**src/sv/ksv_pkg.sv**
```systemverilog
`default_nettype none

package ksv_pkg;

    localparam int unsigned KeyCount   = 12;
    localparam int unsigned PhaseWidth = 32;

    localparam logic [3:0] NoteNone  = 4'd12;
    localparam logic [3:0] VolumeMax = 4'd8;
    localparam logic [7:0] MidScale  = 8'd128;

    // Item kinds carried on the slave tuser bit
    localparam logic ModeScan = 1'b0;
    localparam logic ModeTick = 1'b1;

    // Knob contact pair codes, high bit first
    localparam logic [1:0] KnobLow   = 2'b00;
    localparam logic [1:0] KnobHalf  = 2'b10;
    localparam logic [1:0] KnobHigh  = 2'b11;

    typedef struct packed {
        logic                    mode;
        logic [KeyCount-1:0]     key_rows;
        logic [1:0]              knob_bits;
    } t_ksv_item;

    typedef struct packed {
        logic [7:0] sample;
        logic [3:0] note;
        logic [3:0] volume;
    } t_ksv_result;

    // Phase increment per note; no key and unused codes hold the phase
    function automatic logic [PhaseWidth-1:0] note_step(input logic [3:0] note);
        logic [PhaseWidth-1:0] step;
        unique case (note)
            4'd0:    step = 32'd51076057;
            4'd1:    step = 32'd54113197;
            4'd2:    step = 32'd57330935;
            4'd3:    step = 32'd60740010;
            4'd4:    step = 32'd64351799;
            4'd5:    step = 32'd68178356;
            4'd6:    step = 32'd72232452;
            4'd7:    step = 32'd76527617;
            4'd8:    step = 32'd81078186;
            4'd9:    step = 32'd85899346;
            4'd10:   step = 32'd91007189;
            4'd11:   step = 32'd96418756;
            default: step = '0;
        endcase
        return step;
    endfunction

endpackage

`default_nettype wire

```
**src/sv/ksv_voice.sv**
```systemverilog
`default_nettype none

module ksv_voice (
    input  wire logic                 i_clk,
    input  wire logic                 i_rst_n,
    input  wire logic                 i_adv,
    input  wire ksv_pkg::t_ksv_item   i_item,
    output ksv_pkg::t_ksv_result      o_result
);
    import ksv_pkg::*;

    logic [PhaseWidth-1:0] r_phase, n_phase;
    logic [3:0]            r_note, n_note;
    logic [3:0]            r_volume, n_volume;
    logic                  r_knob_phase, n_knob_phase;

    logic [3:0]            key_note;
    logic                  vol_up, vol_down;
    logic [PhaseWidth-1:0] tick_phase;
    logic [3:0]            vol_sat;
    logic [3:0]            shift_amt;
    logic signed [7:0]     centered;
    logic signed [7:0]     scaled;
    logic [7:0]            tick_sample;

    // Pick the highest-indexed pressed key; its note is the index with the column reversed
    always_comb begin
        key_note = NoteNone;
        for (int i = 0; i < KeyCount; i++) begin
            if (!i_item.key_rows[i]) begin
                key_note = 4'(i) ^ 4'd3;
            end
        end
    end

    // Two-state knob decode
    always_comb begin
        vol_up       = 1'b0;
        vol_down     = 1'b0;
        n_knob_phase = r_knob_phase;
        if (!r_knob_phase) begin
            if (i_item.knob_bits == KnobHigh) begin
                vol_down     = 1'b1;
                n_knob_phase = 1'b1;
            end else if (i_item.knob_bits == KnobHalf) begin
                vol_up       = 1'b1;
                n_knob_phase = 1'b1;
            end
        end else begin
            if (i_item.knob_bits == KnobHalf) begin
                vol_down     = 1'b1;
                n_knob_phase = 1'b0;
            end else if (i_item.knob_bits == KnobLow) begin
                vol_up       = 1'b1;
                n_knob_phase = 1'b0;
            end
        end
    end

    // Advance the accumulator and scale the top byte by the volume
    always_comb begin
        tick_phase  = r_phase + note_step(r_note);
        vol_sat     = (r_volume > VolumeMax) ? VolumeMax : r_volume;
        shift_amt   = VolumeMax - vol_sat;
        centered    = signed'({~tick_phase[PhaseWidth-1], tick_phase[PhaseWidth-2 -: 7]});
        scaled      = centered >>> shift_amt;
        tick_sample = {~scaled[7], scaled[6:0]};
    end

    // Next state and result for the item in the input register
    always_comb begin
        n_phase  = r_phase;
        n_note   = r_note;
        n_volume = r_volume;
        o_result.sample = MidScale;
        if (i_item.mode == ModeTick) begin
            n_phase         = tick_phase;
            o_result.sample = tick_sample;
        end else begin
            n_note = key_note;
            if (vol_up && r_volume < VolumeMax) begin
                n_volume = r_volume + 4'd1;
            end else if (vol_down && r_volume != 4'd0) begin
                n_volume = r_volume - 4'd1;
            end
        end
        o_result.note   = n_note;
        o_result.volume = n_volume;
    end

    // Commit state when the item moves into the result register
    always_ff @(posedge i_clk) begin
        if (!i_rst_n) begin
            r_phase      <= '0;
            r_note       <= NoteNone;
            r_volume     <= '0;
            r_knob_phase <= 1'b0;
        end else if (i_adv) begin
            r_phase  <= n_phase;
            r_note   <= n_note;
            r_volume <= n_volume;
            if (i_item.mode == ModeScan) begin
                r_knob_phase <= n_knob_phase;
            end
        end
    end

    a_volume_range: assert property (@(posedge i_clk) disable iff (!i_rst_n)
        r_volume <= VolumeMax)
        else $error("volume count left its range");

    a_note_range: assert property (@(posedge i_clk) disable iff (!i_rst_n)
        r_note <= NoteNone)
        else $error("note index left its range");

    a_tick_keeps_controls: assert property (@(posedge i_clk) disable iff (!i_rst_n)
        (i_adv && i_item.mode == ModeTick) |=> ($stable(r_note) && $stable(r_volume)))
        else $error("sample tick changed note or volume");

endmodule

`default_nettype wire

```
**src/sv/keyboard_sawtooth_synth_voice_unit.sv**
```systemverilog
`default_nettype none

// Channel  | Dir | tdata (low bit first)                 | tuser
// s_axis   | in  | key_rows[11:0], knob_bits[1:0], 2'b0  | mode (0 scan, 1 sample tick)
// m_axis   | out | sample[7:0], note[3:0], volume[3:0]   | -
//
// One item per cycle sustained while the output is not stalled; each item
// passes from the input register into the result register.
// The voice state (phase, note, volume, knob phase) is updated in the cycle
// the item leaves the input register. Reset sets note to 12, the rest to 0.
// A stalled output holds its result; the input register still takes an item
// while the result waits, then input ready drops until the output drains.

module keyboard_sawtooth_synth_voice_unit (
    input  wire logic        i_clk,
    input  wire logic        i_rst_n,
    input  wire logic        s_axis_tvalid,
    output logic             s_axis_tready,
    input  wire logic [15:0] s_axis_tdata,   // key_rows[11:0], knob_bits[13:12], zero
    input  wire logic        s_axis_tuser,   // mode
    output logic             m_axis_tvalid,
    input  wire logic        m_axis_tready,
    output logic [15:0]      m_axis_tdata    // sample[7:0], note[11:8], volume[15:12]
);
    import ksv_pkg::*;

    logic        r_in_valid;
    t_ksv_item   r_in;
    logic        r_out_valid;
    t_ksv_result r_out;

    logic        out_load;
    logic        in_take;
    t_ksv_result result;

    // Result register loads when empty or being drained this cycle
    assign out_load      = r_in_valid && (!r_out_valid || m_axis_tready);
    assign s_axis_tready = !r_in_valid || out_load;
    assign in_take       = s_axis_tvalid && s_axis_tready;

    ksv_voice u_voice (
        .i_clk    (i_clk),
        .i_rst_n  (i_rst_n),
        .i_adv    (out_load),
        .i_item   (r_in),
        .o_result (result)
    );

    // Hold the input register until its item transfers onward
    always_ff @(posedge i_clk) begin
        if (!i_rst_n) begin
            r_in_valid <= 1'b0;
        end else if (in_take) begin
            r_in_valid <= 1'b1;
        end else if (out_load) begin
            r_in_valid <= 1'b0;
        end
    end

    always_ff @(posedge i_clk) begin
        if (in_take) begin
            r_in.mode      <= s_axis_tuser;
            r_in.key_rows  <= s_axis_tdata[11:0];
            r_in.knob_bits <= s_axis_tdata[13:12];
        end
    end

    // Result register
    always_ff @(posedge i_clk) begin
        if (!i_rst_n) begin
            r_out_valid <= 1'b0;
        end else if (out_load) begin
            r_out_valid <= 1'b1;
        end else if (m_axis_tready) begin
            r_out_valid <= 1'b0;
        end
    end

    always_ff @(posedge i_clk) begin
        if (out_load) begin
            r_out <= result;
        end
    end

    assign m_axis_tvalid = r_out_valid;
    assign m_axis_tdata  = {r_out.volume, r_out.note, r_out.sample};

    a_load_fills: assert property (@(posedge i_clk) disable iff (!i_rst_n)
        out_load |=> r_out_valid)
        else $error("result register empty after load");

    a_stall_keeps_result: assert property (@(posedge i_clk) disable iff (!i_rst_n)
        (r_out_valid && !m_axis_tready) |=> r_out_valid)
        else $error("stalled result dropped");

    a_no_overrun: assert property (@(posedge i_clk) disable iff (!i_rst_n)
        (r_in_valid && r_out_valid && !m_axis_tready) |-> !s_axis_tready)
        else $error("input ready while both registers are full and stalled");

    a_pending_kept: assert property (@(posedge i_clk) disable iff (!i_rst_n)
        (r_in_valid && !out_load) |=> r_in_valid)
        else $error("pending input item lost");

endmodule

`default_nettype wire

```
**config.mk**
```make
export PLATFORM = sky130hd
export DESIGN_NAME = keyboard_sawtooth_synth_voice_unit
export DESIGN_NICKNAME = d
export VERILOG_FILES = /design/src/sv/ksv_pkg.sv /design/src/sv/ksv_voice.sv /design/src/sv/keyboard_sawtooth_synth_voice_unit.sv
export SDC_FILE = /design/constraint.sdc
export NUM_CORES = 1
export LEC_CHECK = 0
export BUFFER_PORTS_ARGS = -buffer_cell sky130_fd_sc_hd__buf_2
export CELL_PAD_IN_SITES_DETAIL_PLACEMENT = 2
export CELL_PAD_IN_SITES_GLOBAL_PLACEMENT = 2
export CORE_MARGIN = 2
export CORE_UTILIZATION = 38
export CTS_BUF_LIST = sky130_fd_sc_hd__clkbuf_8 sky130_fd_sc_hd__clkbuf_16
export CTS_CLUSTER_SIZE = 40
export DETAILED_ROUTE_END_ITERATION = 10
export HOLD_SLACK_MARGIN = 0.12
export PLACE_DENSITY_LB_ADDON = 0.1
export SYNTH_ARGS = -nofsm -noshare
export SYNTH_HDL_FRONTEND = slang
export SYNTH_HIERARCHICAL = 1
export SYNTH_SLANG_ARGS = --single-unit
```
**constraint.sdc**
```tcl
create_clock -name i_clk -period 3.7 [get_ports i_clk]
set_input_delay 0.37 -clock i_clk [delete_from_list [all_inputs] [get_ports i_clk]]
set_output_delay 0.37 -clock i_clk [all_outputs]
set_load 0.02 [all_outputs]
```
==> reports/results.txt, run 1 <==
vias in the first global route = 5711
nets@finish = 778
RePlAce Congestion = 0.870
Placement Setup Slack = 146 ps
Yosys cell types = 69
Longest Clk Path Bufs = 2
mux share of post-synthesis cell area = 0.0167
DRT iter0 DRCs = 257
largest family of logic cells by synthesized area = compound AO/OA/AOI/OAI gates
HPWL Detailed = 13.6 mm
routed len/inst = 19.0 microns
fraction of registers with async set/reset = 0
min cycle time layout = 3530 ps
RSZ-0062 raised after global routing = no
clock-pin slew on the worst setup and hold paths = 80 ps
GRT overflow = 0
largest fanout on the critical path = 3
drt pass-1 iters = 6
CTS tree = built
setup_tns = 0 ps
CTS H-tree depth = 3
Crit. End Element = register
antenna violations before repair = 0
Post-Route WL = 17.8 mm
worst setup margin = 170 ps
core area = 0.0153 sq mm
syn_area_per_cell = 8.61 sq um
top-area cell type share of the netlist area = 0.233
Resize count post-CTS = 0
Peak VDD IR = 0.237 mV
Leak = 2.73 nW
largest net degree at the start of global routing = 29
first-pass GRT wire length = 29.6 mm
setup violators final = 0
Slew @ Worst Pin = 931 ps
Initial Utilization = 0.392
DR DRC count = 0
f_max = 283 MHz
post-route ant nets = 0
TritonCTS Buffers = 9
Root Buffer Master = clkbuf_16
Critical Path RT = 3890 ps
startpoint types = register
simple-gate share of the synthesized area = 0.202
Synth area leaders = dfxtp_1, edfxtp_1, ha_1
EDFF count, synth = 31
# diodes = 0
Synth Area in Compound Gates = 0.211
Hold-fix buffers, CTS = 0
Synthesized Nets = 758
final period utilization = 0.954
GRT Total Usage = 0.223
hold crit path type = in -> reg
dominant cell type by area after synthesis = dfxtp_1
Max-slew headroom = 0.371
vias per cell = 5.54
clock latency on the worst-skew pair = 360 ps
synth warn = 6
prevailing post-synth register cell = dfxtp_1
Setup Skew = 11.9 ps
die area = 0.0168 sq mm
cells after synthesis = 698
Power Dens Cells = 369 mW/mm^2
final hold vios = 0
die span in x = 130 microns
Port Buffers = 36
Site Rows = 45
# fillers = 1707
MaxCap Viol Count = 0
Placement Cell Area = 0.00639 sq mm
XOR/XNOR Fraction of Synth Area = 0.0595
Layout area overhead = 11.8%
Top Ports = 39
final slew viol count = 0
post-CTS setup buffer count = 0
share of cells above drive strength 1 = 0.116
Setup CP Type = reg -> reg
Critical Path AT = 3720 ps
post-synthesis sequential area ratio = 0.388
post-route cell area = 0.00672 sq mm
synthesized cell area = 0.00601 sq mm
die height = 130 microns
Clock Sinks = 101
status = completed
post-layout util = 0.439
Adder-Cell Fraction of Synth Area = 0.0824
flops & latches, synth = 101
Fin Hold WS = 184 ps
vias = 5172
==> worst max-delay path: stages, from the launching register on <==
cell      delay (ps)
dfxtp_1          320
ha_1             230
fa_1             410
a21o_1           230
a221oi_1         500
nor3_1           240
o21a_1           250
nor4_1           260
xnor2_1          240
o221ai_1         180
a311o_1          310
a31oi_1          180
==> cell families after synthesis <==
| logic type | after synthesis |
|---|---|
| AOI/OAI and AO/OA | 199 |
| xor gates and xnor gates | 40 |
| adders and majority gates | 39 |
| buffers and inverters | 61 |
| DFF | 101 |
| muxes | 10 |
| and+or+nand+nor | 248 |
==> path summary, 6_finish.rpt <==
path	from	to	slack (ps)	cells after the start
max	u_voice/r_phase[0]	m_axis_tdata[0]	170	11
min	s_axis_tdata[5]	r_in[7]	180	1
max reg2reg	u_voice/r_phase[0]	m_axis_tdata[0]	170	11
min reg2reg	u_voice/r_phase[9]	u_voice/r_phase[9]	480	2
==> cell type report <==
type	count	area, sq um	area share
repair buffers	48	270	0.0402
inverters	22	86.3	0.0128
multi-input cells	536	3440	0.513
clock buffers	9	225	0.0335
flip-flops and latches	101	2330	0.347
well taps	211	264	0.0393
clock inverters	7	97.6	0.0145
==> through the flow <==
step,std cells,total power (W)
3_3_place_gp,918,0.00147
6_report,934,0.00248
4_1_cts,934,0.00252
5_1_grt,934,0.00259
2_1_floorplan,698,0.00139
3_5_place_dp,918,0.00148
==> placed cells by master, fill, tap and decap left out, drive strengths merged, types with 4 or more instances in the layout <==
| cell | synthesis | layout |
|---|---|---|
| a211oi | 5 | 5 |
| a21boi | 9 | 9 |
| a21o | 8 | 8 |
| a21oi | 56 | 56 |
| a31oi | 4 | 4 |
| and2 | 34 | 34 |
| and3 | 7 | 7 |
| buf | 12 | 48 |
| clkbuf | 27 | 9 |
| dfxtp | 70 | 70 |
| edfxtp | 31 | 31 |
| ha | 38 | 38 |
| inv | 20 | 24 |
| mux2i | 10 | 10 |
| nand2 | 99 | 99 |
| nand2b | 5 | 5 |
| nand3 | 15 | 15 |
| nand4 | 13 | 13 |
| nor2 | 41 | 41 |
| nor2b | 9 | 9 |
| nor3 | 8 | 8 |
| o211ai | 14 | 14 |
| o21a | 5 | 5 |
| o21ai | 62 | 62 |
| o21bai | 4 | 4 |
| o22ai | 7 | 7 |
| xnor2 | 24 | 24 |
| xor2 | 16 | 16 |
==> synthesized netlist by cell type (2+ instances only) <==
library cell / instances
nand2b_1: 5
nand3_1: 15
mux2i_1: 10
a21boi_0: 7
xor2_1: 15
clkinv_1: 2
and3_1: 7
nor3_1: 8
a21oi_2: 3
nor2_1: 41
xnor2_1: 24
o211a_1: 3
dfxtp_1: 70
edfxtp_1: 31
o22ai_1: 7
a21oi_1: 52
o21ai_1: 4
a21boi_1: 2
a211oi_1: 5
a22o_1: 2
a21o_1: 8
or2_2: 2
nand2_1: 99
nand4_1: 13
o21ai_0: 58
inv_1: 19
o211ai_1: 13
a31oi_1: 4
o21bai_1: 4
ha_1: 38
or3_1: 3
nor4_1: 3
o221ai_1: 2
nor2b_1: 8
o41ai_1: 2
and2_1: 34
clkbuf_1: 27
or4_1: 2
buf_1: 2
buf_2: 10
o21a_1: 5
a41oi_1: 2
==> where the power goes <==
group | internal [W] | leakage, nW | switching, W | total, W
Combinational | 0.0000885 | 1.71 | 0.000161 | 0.000249
Sequential | 0.00118 | 0.862 | 0.0000234 | 0.00121
Clock | 0.000547 | 0.157 | 0.000478 | 0.00102
==> routing by layer <==
| layer | share of wire | up-vias | global-route usage | wire [microns] |
|---|---|---|---|---|
| met5 | 0 | - | 0 | 0 |
| met4 | 0.0045 | 0 | 0.0304 | 80 |
| met3 | 0.020 | 6 | 0.0394 | 364 |
| met2 | 0.51 | 56 | 0.406 | 9050 |
| met1 | 0.47 | 2594 | 0.282 | 8290 |
| li1 | - | 2516 | - | - |
Power figures use the tool's default switching activity.
==> inputs of run 2 (changes only) <==
--- a/config.mk
+++ b/config.mk
@@ -17,5 +17,4 @@
 export PLACE_DENSITY_LB_ADDON = 0.1
 export SYNTH_ARGS = -nofsm -noshare
 export SYNTH_HDL_FRONTEND = slang
-export SYNTH_HIERARCHICAL = 1
 export SYNTH_SLANG_ARGS = --single-unit
==> reports/results.txt, run 2 <==
f_max = 292 MHz (+3.1%)
clock-pin slew on the worst setup and hold paths = 80 ps (about the same)
MaxCap Viol Count = 0 (unchanged)
WHS Endpoint = r_in[6]
vias in the first global route = 5389 (-5.6%)
# fillers = 1696 (-0.64%)
Setup Skew = 6.52 ps (-5.39 ps)
Critical Path RT = 3810 ps (-80 ps)
register area = 0.00233 sq mm (unchanged)
Port Buffers = 36 (unchanged)
nets@finish = 764 (-1.8%)
HPWL Detailed = 13.1 mm (-3.7%)
final hold vios = 0 (unchanged)
die area = 0.0165 sq mm (-1.9%)
setup_tns = 0 ps (unchanged)
Post-Route WL = 17.8 mm (+0.31%)
Leak = 2.73 nW (about the same)
most frequent cells in the layout = nand2_1, a21oi_1, dfxtp_1, o21ai_0, nor2_1
post-synthesis sequential area ratio = 0.396 (+0.00766)
Setup CP Type = reg -> reg
min cycle time layout = 3420 ps (-105 ps)
Crit. End Element = register
P_sw = 0.000691 W (+4.4%)
Power Dens Cells = 373 mW/mm^2 (+1.1%)
antenna violations before repair = 0 (unchanged)
die span in x = 129 microns (-0.94%)
largest fanout on the critical path = 5 (+2)
Synth area leaders = dfxtp_1, edfxtp_1, ha_1
Post-synth top cells = nand2_1, a21oi_1, dfxtp_1
switching share of power = 0.282 (+0.0153)
GRT Total Usage = 0.225 (+0.00194)
cells after synthesis = 682 (-2.3%)
EDFF count, synth = 31 (unchanged)
largest net degree at the start of global routing = 38 (+31%)
CTS tree = built
worst reg2reg path endpoint = m_axis_tdata[1]
Layout area overhead = 11.3%
Clock Sinks = 101 (unchanged)
R2R Path Start = u_voice.r_phase[0]
post-route ant nets = 0 (unchanged)
synth warn = 0 (-6)
Hold-fix buffers, CTS = 0 (unchanged)
post-route cell area = 0.00656 sq mm (-2.3%)
TritonCTS Buffers = 9 (unchanged)
Yosys cell types = 71 (+2.9%)
worst setup margin = 275 ps (+105 ps)
final slew viol count = 0 (unchanged)
RSZ-0062 raised after global routing = no
fraction of registers with async set/reset = 0 (unchanged)
Synthesized Nets = 742 (-2.1%)
Critical Path AT = 3530 ps (-190 ps)
# diodes = 0 (unchanged)
most common cell after layout, fill and taps aside = nand2_1
Initial Utilization = 0.388 (-0.00475)
vias = 5073 (-1.9%)
clock network fraction of total power = 0.397 (-0.016)
vias per cell = 5.66 (+2.1%)
Gate power share = 0.110 (+0.010)
hold depth = 1 (unchanged)
startpoint types = register
r2r setup slk = 280 ps (+110 ps)
r2r worst-path depth = 11 (unchanged)
Root Buffer Master = clkbuf_16
setup violators final = 0 (unchanged)
Slew @ Worst Pin = 835 ps (-96.3 ps)
RePlAce Congestion = 0.819 (-5.9%)
clock latency on the worst-skew pair = 360 ps (about the same)
Placement Setup Slack = 185 ps (+38.3 ps)
Fin Hold WS = 182 ps (-2.50 ps)
internal power = 0.00176 W (-3.3%)
routed len/inst = 19.9 microns (+4.4%)
dominant cell type by area after synthesis = dfxtp_1
hold path startpoint = s_axis_tdata[4]
Peak VDD IR = 0.230 mV (-3.0%)
Flop pwr share = 0.493 (+0.007)
synthesized cell area = 0.00589 sq mm (-1.9%)
core area = 0.0152 sq mm (-0.74%)
first-pass GRT wire length = 29.2 mm (-1.4%)
Site Rows = 45 (unchanged)
final period utilization = 0.926 (-0.0284)
syn_area_per_cell = 8.64 sq um (+0.36%)
Placement Cell Area = 0.00623 sq mm (-2.4%)
DR DRC count = 0 (unchanged)
DRT iter0 DRCs = 240 (-6.6%)
flops & latches, synth = 101 (unchanged)
post-layout util = 0.432 (-0.00712)
CTS H-tree depth = 3 (unchanged)
Top Ports = 39 (unchanged)
GRT overflow = 0 (unchanged)
count leader, synth = nand2_1
Max-slew headroom = 0.438 (+0.0664)
status = completed
area of the multi-input gates = 0.00334 sq mm (-3.0%)
die height = 129 microns (-0.94%)
prevailing post-synth register cell = dfxtp_1
drt pass-1 iters = 4 (-2)
hold crit path type = in -> reg
Longest Clk Path Bufs = 2 (unchanged)
top-area cell type share of the netlist area = 0.238 (+0.00460)
share of cells above drive strength 1 = 0.121 (+0.00512)
## run 2: stage by stage
stage / std cells / total power (W)
6_report: 897 / 0.00245
5_1_grt: 897 / 0.00254
4_1_cts: 897 / 0.00248
3_5_place_dp: 881 / 0.00150
3_3_place_gp: 881 / 0.00149
2_1_floorplan: 682 / 0.00141
## run 2: cell families after synthesis
group | Yosys count | share of synthesized area
flip-flops | 101 | 0.396
XOR/XNOR | 39 | 0.0592
buffers and inverters | 59 | 0.0427
adder cells (fa/ha/maj) | 39 | 0.0841
AO/OA/AOI/OAI | 209 | 0.225
multiplexers | 13 | 0.0248
AND/OR/NAND/NOR | 222 | 0.169
## run 2: area by class of cell
type                            count  share of cell area
Timing Repair Buffer               45              0.0397
Clock inverter                      7              0.0112
Clock buffer                        9              0.0343
Tap cell                          188              0.0358
Sequential cell                   101               0.355
Inverter                           25              0.0143
Multi-Input combinational cell    522               0.509
## run 2: what timing repair did
item	in CTS	in global routing
buffers inserted	0	0
resized for setup	0	4
setup endpoints to repair	0	2
## run 2: power groups by stage
stage                     Sequential, W  Clock [W]  Combinational, W
final                           0.00121   0.000974          0.000269
after global routing            0.00121    0.00103          0.000299
after CTS                       0.00121    0.00100          0.000271
after detailed placement        0.00123          0          0.000268
after global placement          0.00123          0          0.000256
after floorplan                 0.00124          0          0.000177
## run 2: metal layers
| layer | track usage | vias up | wire, microns |
|---|---|---|---|
| met3 | 0.0412 | 11 | 369 |
| li1 | - | 2479 | - |
| met5 | 0 | - | 0 |
| met2 | 0.401 | 43 | 8990 |
| met1 | 0.288 | 2540 | 8320 |
| met4 | 0.0390 | 0 | 165 |
## run 2: worst max-delay path by stage
stage	depth (start not counted)	slack, ps	from	end
2_1_floorplan	11	730	u_voice.r_phase[0]	m_axis_tdata[1]
3_3_place_gp	11	330	u_voice.r_phase[0]	m_axis_tdata[1]
3_5_place_dp	11	180	u_voice.r_phase[0]	m_axis_tdata[1]
4_1_cts	11	150	u_voice.r_phase[0]	m_axis_tdata[1]
5_1_grt	10	7	u_voice.r_phase[11]	m_axis_tdata[1]
6_report	11	280	u_voice.r_phase[0]	m_axis_tdata[1]
## run 2: worst max-delay path, cell delays in order (launching register included)
cell and delay [ps]:
dfxtp_1 320, ha_1 240, fa_1 450, a211oi_2 240, o21ai_2 150, o211ai_1 370
a21oi_1 190, o211ai_2 310, xor2_2 280, mux2_2 250, nor3_1 60, o31a_1 330
==> inputs of run 3 (changes only) <==
==> constraint.sdc (replaced) <==
create_clock -name i_clk -period 3.7 [get_ports i_clk]
set_input_delay 0 -clock i_clk [delete_from_list [all_inputs] [get_ports i_clk]]
set_output_delay 0 -clock i_clk [all_outputs]
set_load 0.02 [all_outputs]
==> reports/results.txt, run 3 (same netlist as run 2, synthesis figures left out) <==
MaxCap Viol Count = 0 (unchanged)
GRT Total Usage = 0.241 (+0.0163)
Critical Path AT = 3570 ps (+40 ps)
final hold vios = 0 (unchanged)
f_max = 288 MHz (-1.2%)
internal power = 0.00175 W (-0.46%)
P_sw = 0.000661 W (-4.4%)
Top Ports = 39 (unchanged)
die area = 0.0165 sq mm (unchanged)
Clock Sinks = 101 (unchanged)
Setup Skew = 9.74 ps (+3.22 ps)
Fin Hold WS = 365 ps (+183 ps)
vias in the first global route = 5754 (+6.8%)
Max-slew headroom = 0.390 (-0.0473)
largest fanout on the critical path = 5 (unchanged)
RSZ-0062 raised after global routing = no
Pwr Total = 0.00241 W (-1.6%)
Crit. End Element = register
# fillers = 1685 (-0.65%)
routed len/inst = 20.6 microns (+3.4%)
final slew viol count = 0 (unchanged)
share of cells above drive strength 1 = 0.111 (-0.00988)
Critical Path RT = 3800 ps (about the same)
antenna violations before repair = 0 (unchanged)
first-pass GRT wire length = 31.2 mm (+6.8%)
min cycle time layout = 3470 ps (+43.2 ps)
Root Buffer Master = clkbuf_16
setup_tns = 0 ps (unchanged)
setup violators final = 0 (unchanged)
vias = 5160 (+1.7%)
Slew @ Worst Pin = 912 ps (+77.5 ps)
# diodes = 0 (unchanged)
DRT iter0 DRCs = 264 (+10%)
startpoint types = register
Post-Place Cells = 880 (-0.11%)
die span in x = 129 microns (unchanged)
clock network fraction of total power = 0.379 (-0.018)
largest net degree at the start of global routing = 38 (unchanged)
HPWL Detailed = 13.1 mm (+0.29%)
final period utilization = 0.937 (+0.0117)
Initial Utilization = 0.388 (unchanged)
die height = 129 microns (unchanged)
RePlAce Congestion = 0.820 (about the same)
Flop pwr share = 0.501 (+0.008)
Longest Clk Path Bufs = 2 (unchanged)
Post-Route WL = 18.8 mm (+5.5%)
core area = 0.0152 sq mm (unchanged)
Power Dens Cells = 360 mW/mm^2 (-3.5%)
switching share of power = 0.274 (-0.00817)
most common cell after layout, fill and taps aside = nand2_1
Site Rows = 45 (unchanged)
Leak = 2.77 nW (+1.8%)
Gate power share = 0.120 (+0.010)
final cell count without fillers = 915 (+2.0%)
DR DRC count = 0 (unchanged)
nets@finish = 782 (+2.4%)
CTS tree = built
post-route ant nets = 0 (unchanged)
status = completed
most frequent cells in the layout = nand2_1, a21oi_1, dfxtp_1, o21ai_0, nor2_1
post-layout util = 0.440 (+0.00839)
TritonCTS Buffers = 9 (unchanged)
Setup CP Type = reg -> reg
clock latency on the worst-skew pair = 360 ps (about the same)
Layout area overhead = 13.5%
drt pass-1 iters = 4 (unchanged)
Peak VDD IR = 0.248 mV (+7.6%)
vias per cell = 5.64 (-0.29%)
GRT overflow = 0 (unchanged)
Port Buffers = 36 (unchanged)
post-CTS setup buffer count = 0 (unchanged)
CTS H-tree depth = 3 (unchanged)
clock-pin slew on the worst setup and hold paths = 70 ps (about the same)
hold crit path type = in -> reg
run 3: power by group through the flow:
stage	Sequential, W	Clock [W]	Combinational (W)
floorplan	0.00124	0	0.000177
global placement	0.00123	0	0.000254
detailed placement	0.00123	0	0.000268
CTS	0.00121	0.000934	0.000286
global route	0.00121	0.000980	0.000322
finish	0.00121	0.000913	0.000289
run 3: path summary, 6_finish.rpt:
kind                       start                   to  slack [ps]  cells after the start
max reg2reg   u_voice.r_phase[0]      m_axis_tdata[1]         230                     11
min             s_axis_tdata[12]              r_in[0]         370                      2
max           u_voice.r_phase[0]      m_axis_tdata[1]         230                     11
min reg2reg  u_voice.r_phase[23]  u_voice.r_phase[23]         470                      2
run 3: area by class of cell:
cell class | count | area, sq um | area share
well taps | 188 | 235 | 0.0352
repair buffers | 63 | 430 | 0.0643
flip-flops and latches | 101 | 2330 | 0.349
inverters | 25 | 93.8 | 0.0140
clock buffers | 9 | 225 | 0.0337
clock inverters | 7 | 50.0 | 0.00748
multi-input cells | 522 | 3320 | 0.497
run 3: critical path, stage by stage (launching register included):
cell,delay (ps)
dfxtp_1,320
ha_1,250
fa_1,450
a211oi_1,280
o21ai_2,170
o211ai_1,310
a21oi_1,180
o211ai_2,270
xor2_1,350
mux2_2,260
nor3_1,50
o31a_1,330
run 3: stage by stage:
| step | worst slack [ps] | instance area (sq um) |
|---|---|---|
| after CTS | 260 | 6680 |
| after global placement | 366 | 6210 |
| after floorplan | 734 | 5890 |
| after global routing | 3.04 | 6690 |
| final | 232 | 6690 |
| after detailed placement | 295 | 6210 |
run 3: layer usage:
metal,up-vias,routed length (microns),global-route usage
met5,-,0,0
met2,59,9300,0.415
met4,0,278,0.0639
li1,2526,-,-
met1,2553,8780,0.314
met3,22,467,0.0416
run 3: what timing repair did:
| item | 4_1_cts | 5_1_grt |
|---|---|---|
| resized for setup | 0 | 1 |
| hold endpoints to repair | 21 | 0 |
| setup endpoints to repair | 0 | 1 |
| hold buffers | 19 | 0 |
